==> src/rtl/ssec_pkg.sv <==
// Shared constants, types and codes of the sort and search engine.
package ssec_pkg;

  // Store geometry
  localparam int DEPTH       = 32;
  localparam int MAX_RESULTS = 32;
  localparam int EMIT_MAX    = (DEPTH < MAX_RESULTS) ? DEPTH : MAX_RESULTS;
  localparam int IDX_W       = $clog2(DEPTH);
  localparam int CNT_W       = $clog2(DEPTH + 1);
  localparam int POS_W       = 5;
  localparam int VAL_W       = 32;

  typedef logic [IDX_W-1:0]        idx_t;
  typedef logic [CNT_W-1:0]        cnt_t;
  typedef logic [POS_W-1:0]        pos_t;
  typedef logic signed [VAL_W-1:0] val_t;

  // Request and result kind codes
  localparam logic REQ_LOAD    = 1'b0;
  localparam logic REQ_SEARCH  = 1'b1;
  localparam logic KIND_ELEM   = 1'b0;
  localparam logic KIND_ANSWER = 1'b1;

  // Search launch word from the controller
  typedef struct packed {
    logic start;
    val_t key;
    cnt_t count;
  } srch_req_t;

  // Search completion word back to the controller
  typedef struct packed {
    logic done;
    logic hit;
    idx_t where;
  } srch_stat_t;

endpackage

==> src/rtl/ssec_ram.sv <==
// Value store: one write port, one read port with registered read data.
module ssec_ram (
  input  logic            clk,
  input  logic            we,
  input  ssec_pkg::idx_t  wr_addr,
  input  ssec_pkg::val_t  wr_data,
  input  ssec_pkg::idx_t  rd_addr,
  output ssec_pkg::val_t  rd_data
);

  ssec_pkg::val_t mem [ssec_pkg::DEPTH];

  // Write on request, read every cycle
  always_ff @(posedge clk) begin
    if (we) begin
      mem[wr_addr] <= wr_data;
    end
    rd_data <= mem[rd_addr];
  end

endmodule

==> src/rtl/ssec_srch.sv <==
// Iterative binary search over the sorted store; each probe reads, then compares.
module ssec_srch (
  input  logic                  clk,
  input  logic                  rst_n,
  input  ssec_pkg::srch_req_t   req_i,
  input  ssec_pkg::val_t        rd_data,
  output ssec_pkg::idx_t        rd_addr,
  output ssec_pkg::srch_stat_t  stat_o
);

  localparam logic [1:0] PH_IDLE  = 2'd0;
  localparam logic [1:0] PH_PROBE = 2'd1;
  localparam logic [1:0] PH_CMP   = 2'd2;

  logic [1:0]           phase_r;
  ssec_pkg::cnt_t       lo_r;
  ssec_pkg::cnt_t       end_r;
  ssec_pkg::idx_t       mid_r;
  ssec_pkg::val_t       key_r;
  ssec_pkg::srch_stat_t stat_r;
  ssec_pkg::cnt_t       span;
  ssec_pkg::cnt_t       mid_full;

  // Midpoint of the open range [lo, end): lo + (hi - lo) / 2 with hi = end - 1
  always_comb begin
    span     = end_r - lo_r - ssec_pkg::cnt_t'(1);
    mid_full = lo_r + (span >> 1);
    rd_addr  = mid_full[ssec_pkg::IDX_W-1:0];
  end

  assign stat_o = stat_r;

  // Narrow the range until a hit or an empty range
  always_ff @(posedge clk) begin
    if (!rst_n) begin
      phase_r <= PH_IDLE;
      stat_r  <= '0;
    end else begin
      stat_r.done <= 1'b0;
      unique case (phase_r)
        PH_IDLE: begin
          if (req_i.start) begin
            lo_r    <= '0;
            end_r   <= req_i.count;
            key_r   <= req_i.key;
            phase_r <= PH_PROBE;
          end
        end
        PH_PROBE: begin
          if (lo_r < end_r) begin
            mid_r   <= rd_addr;
            phase_r <= PH_CMP;
          end else begin
            stat_r.done  <= 1'b1;
            stat_r.hit   <= 1'b0;
            stat_r.where <= '0;
            phase_r      <= PH_IDLE;
          end
        end
        PH_CMP: begin
          priority if (rd_data == key_r) begin
            stat_r.done  <= 1'b1;
            stat_r.hit   <= 1'b1;
            stat_r.where <= mid_r;
            phase_r      <= PH_IDLE;
          end else if (rd_data > key_r) begin
            end_r   <= ssec_pkg::cnt_t'(mid_r);
            phase_r <= PH_PROBE;
          end else begin
            lo_r    <= ssec_pkg::cnt_t'(mid_r) + ssec_pkg::cnt_t'(1);
            phase_r <= PH_PROBE;
          end
        end
        default: begin
          phase_r <= PH_IDLE;
        end
      endcase
    end
  end

endmodule

==> src/rtl/sort_and_search_engine_core.sv <==
// Top level of the sort and search engine: load, bubble sort, emit and search control.
//
// Usage: an input word is taken at a rising edge with start high and busy low.
// A load (in_req_type 0) writes in_value into the next store entry and
// gives no result unless in_is_last is set; loads beyond DEPTH are
// dropped and flag out_overflow for the whole set. A load after a closed set
// starts a new set. The last load sorts the set in the store by bubble sort:
// each pass does one store read and one write per entry, the bubbling
// value held in a register; the engine then emits one sorted word per
// cycle with out_last on the final one. A search (in_req_type 1) on a
// closed set probes the store by binary search, each probe a registered
// memory read, then a compare; a search on an open set answers in the
// next cycle with found low. Results appear for one cycle with out_valid
// high; the receiver cannot stall. busy stays high until the last result
// of a sort has been issued. Reset (rst_n low, synchronous) empties the
// set and stops any sort, emission or search; store contents are not cleared.
module sort_and_search_engine_core (
  input  logic                  clk,
  input  logic                  rst_n,
  input  logic                  start,
  output logic                  busy,
  input  logic                  in_req_type,
  input  logic signed [31:0]    in_value,
  input  logic                  in_is_last,
  output logic                  out_valid,
  output logic                  out_kind,
  output logic signed [31:0]    out_value_res,
  output logic [4:0]            out_position,
  output logic                  out_found,
  output logic                  out_overflow,
  output logic                  out_last
);

  localparam logic [2:0] ST_IDLE = 3'd0;
  localparam logic [2:0] ST_PASS = 3'd1;
  localparam logic [2:0] ST_LOAD = 3'd2;
  localparam logic [2:0] ST_RUN  = 3'd3;
  localparam logic [2:0] ST_END  = 3'd4;
  localparam logic [2:0] ST_EMIT = 3'd5;
  localparam logic [2:0] ST_SRCH = 3'd6;

  logic [2:0]           state_r;
  ssec_pkg::cnt_t       count_r;
  logic                 closed_r;
  logic                 dropped_r;
  ssec_pkg::cnt_t       len_r;
  ssec_pkg::cnt_t       j_r;
  ssec_pkg::cnt_t       k_r;
  ssec_pkg::val_t       carry_r;
  logic                 pend_r;
  ssec_pkg::idx_t       pend_k_r;
  logic                 pend_last_r;

  logic                 out_valid_r;
  logic                 out_kind_r;
  ssec_pkg::val_t       out_value_r;
  ssec_pkg::pos_t       out_pos_r;
  logic                 out_found_r;
  logic                 out_ovf_r;
  logic                 out_last_r;

  logic                 accept;
  ssec_pkg::cnt_t       cnt_base;
  logic                 drop_base;
  logic                 load_ok;
  ssec_pkg::cnt_t       cnt_new;
  ssec_pkg::cnt_t       emit_n;
  ssec_pkg::cnt_t       j2;
  ssec_pkg::cnt_t       len_m1;
  logic                 smaller;

  logic                 we;
  ssec_pkg::idx_t       wr_addr;
  ssec_pkg::val_t       wr_data;
  ssec_pkg::idx_t       rd_addr;
  ssec_pkg::val_t       rd_data;
  ssec_pkg::idx_t       srch_addr;
  ssec_pkg::srch_req_t  srch_req;
  ssec_pkg::srch_stat_t srch_stat;

  // Handshake and set bookkeeping
  assign busy     = (state_r != ST_IDLE) || pend_r;
  assign accept   = start && !busy;
  assign cnt_base = closed_r ? '0 : count_r;
  assign drop_base = closed_r ? 1'b0 : dropped_r;
  assign load_ok  = cnt_base < ssec_pkg::cnt_t'(ssec_pkg::DEPTH);
  assign cnt_new  = load_ok ? (cnt_base + ssec_pkg::cnt_t'(1)) : cnt_base;
  assign emit_n   = (count_r > ssec_pkg::cnt_t'(ssec_pkg::EMIT_MAX)) ?
                    ssec_pkg::cnt_t'(ssec_pkg::EMIT_MAX) : count_r;
  assign j2       = j_r + ssec_pkg::cnt_t'(2);
  assign len_m1   = len_r - ssec_pkg::cnt_t'(1);
  assign smaller  = rd_data < carry_r;

  // Launch a search only on a closed set
  assign srch_req.start = accept && (in_req_type == ssec_pkg::REQ_SEARCH) && closed_r;
  assign srch_req.key   = in_value;
  assign srch_req.count = count_r;

  // Steer the store ports
  always_comb begin
    we      = 1'b0;
    wr_addr = cnt_base[ssec_pkg::IDX_W-1:0];
    wr_data = in_value;
    rd_addr = '0;
    unique case (state_r)
      ST_IDLE: begin
        we = accept && (in_req_type == ssec_pkg::REQ_LOAD) && load_ok;
      end
      ST_PASS: begin
        rd_addr = '0;
      end
      ST_LOAD: begin
        rd_addr = ssec_pkg::idx_t'(1);
      end
      ST_RUN: begin
        rd_addr = j2[ssec_pkg::IDX_W-1:0];
        we      = 1'b1;
        wr_addr = j_r[ssec_pkg::IDX_W-1:0];
        wr_data = smaller ? rd_data : carry_r;
      end
      ST_END: begin
        we      = 1'b1;
        wr_addr = len_m1[ssec_pkg::IDX_W-1:0];
        wr_data = carry_r;
      end
      ST_EMIT: begin
        rd_addr = k_r[ssec_pkg::IDX_W-1:0];
      end
      ST_SRCH: begin
        rd_addr = srch_addr;
      end
      default: begin
        we = 1'b0;
      end
    endcase
  end

  ssec_ram u_ram (
    .clk     (clk),
    .we      (we),
    .wr_addr (wr_addr),
    .wr_data (wr_data),
    .rd_addr (rd_addr),
    .rd_data (rd_data)
  );

  ssec_srch u_srch (
    .clk     (clk),
    .rst_n   (rst_n),
    .req_i   (srch_req),
    .rd_data (rd_data),
    .rd_addr (srch_addr),
    .stat_o  (srch_stat)
  );

  // Sequence loads, sort passes, emission and searches
  always_ff @(posedge clk) begin
    if (!rst_n) begin
      state_r     <= ST_IDLE;
      count_r     <= '0;
      closed_r    <= 1'b0;
      dropped_r   <= 1'b0;
      pend_r      <= 1'b0;
      out_valid_r <= 1'b0;
    end else begin
      out_valid_r <= 1'b0;
      pend_r      <= 1'b0;

      // Drive an emitted word once its store read has returned
      if (pend_r) begin
        out_valid_r <= 1'b1;
        out_kind_r  <= ssec_pkg::KIND_ELEM;
        out_value_r <= rd_data;
        out_pos_r   <= ssec_pkg::pos_t'(pend_k_r);
        out_found_r <= 1'b0;
        out_ovf_r   <= dropped_r;
        out_last_r  <= pend_last_r;
      end

      unique case (state_r)
        ST_IDLE: begin
          if (accept) begin
            if (in_req_type == ssec_pkg::REQ_LOAD) begin
              count_r   <= cnt_new;
              dropped_r <= drop_base || !load_ok;
              closed_r  <= in_is_last;
              if (in_is_last) begin
                len_r   <= cnt_new;
                state_r <= ST_PASS;
              end
            end else begin
              // Echo the key now; on a closed set the answer fields follow
              out_value_r <= in_value;
              if (closed_r) begin
                state_r <= ST_SRCH;
              end else begin
                out_valid_r <= 1'b1;
                out_kind_r  <= ssec_pkg::KIND_ANSWER;
                out_pos_r   <= '0;
                out_found_r <= 1'b0;
                out_ovf_r   <= dropped_r;
                out_last_r  <= 1'b1;
              end
            end
          end
        end
        ST_PASS: begin
          if (len_r < ssec_pkg::cnt_t'(2)) begin
            k_r     <= '0;
            state_r <= ST_EMIT;
          end else begin
            state_r <= ST_LOAD;
          end
        end
        ST_LOAD: begin
          carry_r <= rd_data;
          j_r     <= '0;
          state_r <= ST_RUN;
        end
        ST_RUN: begin
          // Keep the larger value bubbling to the right
          if (!smaller) begin
            carry_r <= rd_data;
          end
          if (j2 == len_r) begin
            state_r <= ST_END;
          end else begin
            j_r <= j_r + ssec_pkg::cnt_t'(1);
          end
        end
        ST_END: begin
          len_r   <= len_m1;
          state_r <= ST_PASS;
        end
        ST_EMIT: begin
          if (emit_n == '0) begin
            state_r <= ST_IDLE;
          end else begin
            pend_r      <= 1'b1;
            pend_k_r    <= k_r[ssec_pkg::IDX_W-1:0];
            pend_last_r <= (k_r + ssec_pkg::cnt_t'(1)) == emit_n;
            k_r         <= k_r + ssec_pkg::cnt_t'(1);
            if ((k_r + ssec_pkg::cnt_t'(1)) == emit_n) begin
              state_r <= ST_IDLE;
            end
          end
        end
        ST_SRCH: begin
          if (srch_stat.done) begin
            out_valid_r <= 1'b1;
            out_kind_r  <= ssec_pkg::KIND_ANSWER;
            out_pos_r   <= ssec_pkg::pos_t'(srch_stat.where);
            out_found_r <= srch_stat.hit;
            out_ovf_r   <= dropped_r;
            out_last_r  <= 1'b1;
            state_r     <= ST_IDLE;
          end
        end
        default: begin
          state_r <= ST_IDLE;
        end
      endcase
    end
  end

  assign out_valid     = out_valid_r;
  assign out_kind      = out_kind_r;
  assign out_value_res = out_value_r;
  assign out_position  = out_pos_r;
  assign out_found     = out_found_r;
  assign out_overflow  = out_ovf_r;
  assign out_last      = out_last_r;

endmodule

==> config.mk <==
export PLATFORM = sky130hd
export DESIGN_NAME = sort_and_search_engine_core
export DESIGN_NICKNAME = d
export VERILOG_FILES = /design/src/rtl/ssec_pkg.sv /design/src/rtl/ssec_ram.sv /design/src/rtl/ssec_srch.sv /design/src/rtl/sort_and_search_engine_core.sv
export SDC_FILE = /design/constraint.sdc
export NUM_CORES = 2
export LEC_CHECK = 0
export ABC_AREA = 1
export BUFFER_PORTS_ARGS = -buffer_cell sky130_fd_sc_hd__buf_2
export CORE_ASPECT_RATIO = 1.2
export CORE_MARGIN = 2
export CORE_UTILIZATION = 48
export CTS_BUF_LIST = sky130_fd_sc_hd__clkbuf_4
export DETAILED_ROUTE_END_ITERATION = 8
export PLACE_DENSITY = 0.67
export SYNTH_ARGS = -nofsm -noshare
export SYNTH_HDL_FRONTEND = slang
export SYNTH_HIERARCHICAL = 1
export SYNTH_SLANG_ARGS = --single-unit
==> constraint.sdc <==
create_clock -name clk -period 4.5 [get_ports clk]
set_clock_uncertainty 0.15 [all_clocks]
set_input_delay 0.225 -clock clk [delete_from_list [all_inputs] [get_ports clk]]
set_output_delay 0.225 -clock clk [all_outputs]
set_load 0.005 [all_outputs]
## Word level (Yosys, flattened, before mapping)

Memories as Yosys holds them, arrays and structs flattened. A register that Yosys moved wholly into a read port is not among the register bits.
Index checks and enable logic that the tools add are counted.

- Register bits after elaboration: 168
- Memory bits (writable): 1024
- Bits of input ports: 37
- Output and inout port bits: 43
- Memories: 1

- Add/sub/neg operators: 9
- Magnitude comparators: 6
- Equal/unequal tests: 29
- Multiplexer cells: 88
- Bitwise logic cells: 2
- Reductions and logical operators: 32

Memories:

| name | words | width | rd ports | clocked after memory_dff | wr ports | RTL line | RTL |
|---|---|---|---|---|---|---|---|
| u_ram.mem | 32 | 32 | 1 | 1 | 1 | ssec_ram.sv:11 | `ssec_pkg::val_t mem [ssec_pkg::DEPTH];` |

Operators with widths:

| operator | number |
|---|---|
| 2-to-1 mux 32 bit | 6 |
| case mux 32 bit (2 select lines) | 2 |
| 2-to-1 mux 6 bit | 15 |
| case mux 6 bit (2 select lines) | 5 |
| equality test 32 bit | 1 |
| greater-than comparator 32 bit | 1 |
| less-than comparator 32 bit | 1 |
| 2-to-1 mux 1 bit | 30 |
| 2-to-1 mux 3 bit | 9 |
| 2-to-1 mux 5 bit | 5 |
| inequality test 2 bit (second input constant) | 12 |
| case mux 3 bit (7 select lines) | 1 |
| AND reduction 3 bit | 7 |
| case mux 5 bit (2 select lines) | 2 |
| case mux 5 bit (4 select lines) | 1 |
| adder 6 x 1 -> 6 bit (second input constant) | 3 |
| AND reduction 5 bit | 3 |
| 2-to-1 mux 7 bit | 2 |
| case mux 7 bit (2 select lines) | 1 |
| equality test 6 bit | 2 |
| case mux 1 bit (2 select lines) | 6 |
| subtractor 6 x 1 -> 6 bit (second input constant) | 2 |
| nonzero test 2 bit | 5 |
| equality test 3 bit (second input constant) | 3 |
| 28 further kinds | 41 |

## Depth between registers and ports, before layout

- Depth after elaboration: 9
- Gate-level depth with buffers: 20

## Hierarchy

Netlist, hierarchy kept.

By module, submodules not included:

| module | instances | cells an instance | area each (µm²) | sequential area each (µm²) |
|---|---|---|---|---|
| ssec_ram | 1 | 3536 | 42405.7 | 31390.1 |
| sort_and_search_engine_core | 1 | 986 | 7549.7 | 3173.0 |
| ssec_srch | 1 | 357 | 3455.8 | 1651.6 |

## Worst setup path before layout

No wires, ideal clock.

- Path kind: reg2reg
- Start: reg state_r[1]
- End: mem u_ram/mem[31][0] in the netlist's numbering (enable)
- Setup time: 0.421 ns
- Data arrival time: 3.183 ns
- Setup slack: 0.746 ns
- Stages on the path, launching flop included: 11
- Path buffers: 1
- Cells stage by stage: dfxtp_1 nor2_1 inv_2 nor2_4 nand3_2 nor2_1 inv_1 buf_2 o21ai_0 nand3_1 nor2_1

- Cells in the longest elaborated chain, start to end: 9
- Elaborated cells between the ends (all ways): 14
- Those cells by class: eq/ne: 2; mux: 4; reduce/logical: 8

Ends and longest elaborated chain:

| what | RTL line | RTL |
|---|---|---|
| from (decl) | sort_and_search_engine_core.sv:42 | `logic [2:0] state_r;` |
| from (signal assigned) | sort_and_search_engine_core.sv:159 | `state_r <= ST_IDLE;` |
| from (signal assigned) | sort_and_search_engine_core.sv:189 | `state_r <= ST_PASS;` |
| from (signal assigned) | sort_and_search_engine_core.sv:195 | `state_r <= ST_SRCH;` |
| nonzero test 3 bit | sort_and_search_engine_core.sv:82 | `assign busy = (state_r != ST_IDLE) \|\| pend_r;` |
| logical OR 1 bit | sort_and_search_engine_core.sv:82 |  |
| logical NOT 1 bit | sort_and_search_engine_core.sv:83 | `assign accept = start && !busy;` |
| logical AND 1 bit | sort_and_search_engine_core.sv:83 |  |
| logical AND 1 bit (2 in a row) | sort_and_search_engine_core.sv:107 | `we = accept && (in_req_type == ssec_pkg::REQ_LOAD) && load_ok;` |
| case mux 1 bit (2 select lines) * | sort_and_search_engine_core.sv:105 | `unique case (state_r)` |
| net we | sort_and_search_engine_core.sv:72 | `logic we;` |
| 2-to-1 mux 1 bit * | ssec_ram.sv:15 | `if (we) begin` |
| 2-to-1 mux 1 bit (not written as such) * | ssec_ram.sv:16 | `mem[wr_addr] <= wr_data;` |
| to (decl) | ssec_ram.sv:11 |  |

Mark *: on every way through the listed nets, which the timed path passes. The rest lies on a longest branch.

## Worst setup path in the final report

- Start: reg u_srch.lo_r[0]
- End: reg u_ram.rd_data[23] (read register of u_ram.mem)

- Cells in the longest elaborated chain, start to end: 4

Ends and longest elaborated chain:

| what | RTL line | RTL |
|---|---|---|
| from (decl) | ssec_srch.sv:16 | `ssec_pkg::cnt_t lo_r;` |
| from (signal assigned) | ssec_srch.sv:70 | `lo_r <= ssec_pkg::cnt_t'(mid_r) + ssec_pkg::cnt_t'(1);` |
| subtractor 6 bit | ssec_srch.sv:26 | `span = end_r - lo_r - ssec_pkg::cnt_t'(1);` |
| subtractor 6 x 1 -> 6 bit | ssec_srch.sv:26 |  |
| adder 5 bit * | ssec_srch.sv:27 | `mid_full = lo_r + (span >> 1);` |
| net srch_addr[1] | sort_and_search_engine_core.sv:77 | `ssec_pkg::idx_t srch_addr;` |
| case mux 5 bit (4 select lines) * | sort_and_search_engine_core.sv:105 |  |
| net rd_addr[1] | sort_and_search_engine_core.sv:75 | `ssec_pkg::idx_t rd_addr;` |
| to (decl) | ssec_ram.sv:8 | `output ssec_pkg::val_t rd_data` |

Marked as above.
A chain may end at the register's enable or synchronous reset.

==> results.tsv <==
metric	value	unit
hold_violations	0	
p_leak	23.4	nW
vias	37900	
crit_required	5.40	ns
cp-start-kind	flop	
dr.pass1.iters	8	
synth_top_area_cell	edfxtp_1	
p_per_area	584	nW/um2
period_share	91.9	%
worst-setup-path-type	flop to flop	
max_freq	242	MHz
nNetsFinal	5358	
peakVddDrop	0.000315	V
power	35.1	mW
synth_ff_type	edfxtp_1	
synth.avg_cell_area	10.9	um2
ys_top_cells_by_count	nand2_1 (1,746), edfxtp_1 (1,170), nand3_1 (896), inv_1 (224), nor2_1 (147)	
drt_iter0_drc	3861	
clk_path_buf_depth	4	
yosys_warnings	6	
synthDominantCellAreaShare	65.8	%
cap_violations	0	
areaGrowthSynthToFinish	12.7	%
routedWlPerCell	20.3	um
io_buffers	79	
grt-ovfl-total	0	
synthesis.instances	4879	
yosysSeqAreaShare	67.8	%
die_w	309	um
grt_setup_unrepaired	no	
num_rows	134	
gp_congestion	0.872	
drive_gt1_share	14.3	%
outcome	finished clean	
cts-root-buf	clkbuf_4	
synth.top_cells.by_area	edfxtp_1 (66%), nand2_1 (12%), nand3_1 (8.4%)	
drv_slew	0	
die-area	114000	um2
endpoint_kind	flop	
route.detailed.drc	0	
setup_tns	0	ns
htree_levels	5	
worstMarginPinSlew	1.17	ns
clk_pin_slew	0.07	ns
async_reset_ff_share	0	%
core-area	111000	um2
grt_pass1_vias	37200	
critPathMaxFanout	51	
postRouteAntennaNets	0	
netlist_area	53400	um2
wirelength	141	mm
worstHoldPathType	primary input to flop	
cts.sinks	1224	
dpl.hpwl	79.8	mm
synth-edff-count	1170	
clk_latency	1.21	ns
nFillCells	9375	
finalSetupViolations	0	
arrival	5.03	ns
die-height	369	um
synth.distinct_cells	51	
start_util	48.2	%
top_level_ports	80	
viasPerCell	5.46	
maxSlewHeadroom	21.9	%
cts_resized	0	
syn-num-nets	5004	
grt_max_degree	120	
fin_util	54.3	%
period_minus_slack	4.13	ns
ys_seq_elements	1224	
grt_pass1_wl	215	mm
cts_tree	yes	
grt_antenna_before_repair	3	
yosysMostFrequentCell	nand2_1	
cts_made_buffers	304	
gr-usage-all-layers	24.8	%
[cell usage in the layout, fill, tap and decap left out, types with 7 or more instances in the layout]
master | Yosys | layout
nand2_1 | 1746 | 1746
edfxtp_1 | 1170 | 1170
dfxtp_1 | 54 | 54
ha_1 | 86 | 86
nor3_1 | 15 | 15
buf_12 | 0 | 39
nand3_1 | 896 | 895
diode_2 | 0 | 9
inv_2 | 16 | 20
buf_4 | 26 | 118
buf_2 | 101 | 79
clkinv_2 | 1 | 13
clkbuf_4 | 0 | 434
xor2_1 | 20 | 20
o211ai_1 | 7 | 7
nand4_1 | 8 | 8
a21oi_1 | 54 | 54
a31oi_1 | 32 | 32
nor2_1 | 147 | 114
nand3_2 | 11 | 11
o21ai_0 | 65 | 65
clkinv_1 | 2 | 62
dlygate4sd3_1 | 0 | 74
inv_1 | 224 | 223
nor2_4 | 5 | 39
[cells by family (layout without fill, tap and decap cells)]
group / after synthesis / after routing / synth area share (%)
buffers and inverters: 506 / 1066 / 5.11
AND/OR/NAND/NOR: 2853 / 2853 / 22.6
adder cells (fa/ha/maj): 88 / 88 / 2.09
AO/OA/AOI/OAI: 182 / 182 / 1.95
XOR/XNOR: 26 / 26 / 0.426
flip-flops: 1224 / 1224 / 67.8
other: 0 / 9 / 0
[metrics by stage]
stage               std cells  hold slack [ns]  instance area, um2  setup slack, ns
global route             6941            0.108               60200            0.227
finish                   6944            0.193               60200            0.366
detailed placement       6349            0.296               55800            0.421
CTS                      6935           0.0238               60200            0.424
floorplan                4879            0.174               53400            0.746
global placement         6349            0.299               55800            0.493
[final cells by class]
type / instances / area, um2 / share of cell area [%]
Antenna cell: 9 / 22.5 / 0.0374
Clock buffer: 434 / 3260 / 5.41
Clock inverter: 78 / 334 / 0.555
Inverter: 244 / 943 / 1.57
Multi-Input combinational cell: 3149 / 14800 / 24.5
Sequential cell: 1224 / 36200 / 60.2
Tap cell: 1496 / 1870 / 3.11
Timing Repair Buffer: 310 / 2800 / 4.66
[worst paths after layout]
| check | startpoint | end | slack (ns) | depth (start not counted) |
|---|---|---|---|---|
| max | u_srch/lo_r[0] | u_ram/rd_data[23] | 0.37 | 18 |
| min | in_value[31] | u_ram/mem[9][31] | 0.19 | 5 |
| max reg2reg | u_srch/lo_r[0] | u_ram/rd_data[23] | 0.37 | 18 |
| min reg2reg | u_srch/stat_o[5] | u_srch/stat_o[5] | 0.33 | 2 |
[metal layers]
metal	vias to the layer above	global-route usage (%)	share of wire, %
li1	17700	-	-
met1	18200	31.6	39
met2	1765	41.7	49
met3	296	4.64	8.3
met4	0	10.1	3.2
met5	-	0	0
[critical path, cell delays in order, from the launching register on]
cell and delay [ns]:
edfxtp_1 0.39, nor2_1 0.18, inv_1 0.08, fa_1 0.49
inv_1 0.04, ha_1 0.21, fa_1 0.53, nand2_1 0.10
o211ai_1 0.08, buf_4 0.22, inv_8 0.33, buf_12 0.33
nand3_1 0.16, nand3_1 0.12, nand2_1 0.08, nand2_1 0.06
nand2_1 0.12, nand2_1 0.17, nand2_1 0.09
[repair_timing]
action,in CTS,in global routing
endpoints found under the hold margin,1113,0
setup buffers,0,0
hold buffers,74,0
[flip-flops by register name, indices dropped and copies added, names as in the netlist, 6 cells and up]
signal and flops:
u_ram/mem 1024, carry_r 32, out_value_res 32, u_ram/rd_data 32
u_srch/key_r 32, u_srch/stat_o 7, count_r 6, j_r 6
k_r 6, len_r 6, u_srch/end_r 6, u_srch/lo_r 6
[where the power goes]
part | total (mW) | internal (mW) | switching (mW) | leakage (nW)
clock | 8.72 | 4.48 | 4.23 | 2.17
sequential | 15.1 | 14.4 | 0.630 | 11.0
combinational | 11.4 | 3.34 | 8.02 | 10.2
Power figures use the tool's default switching activity.
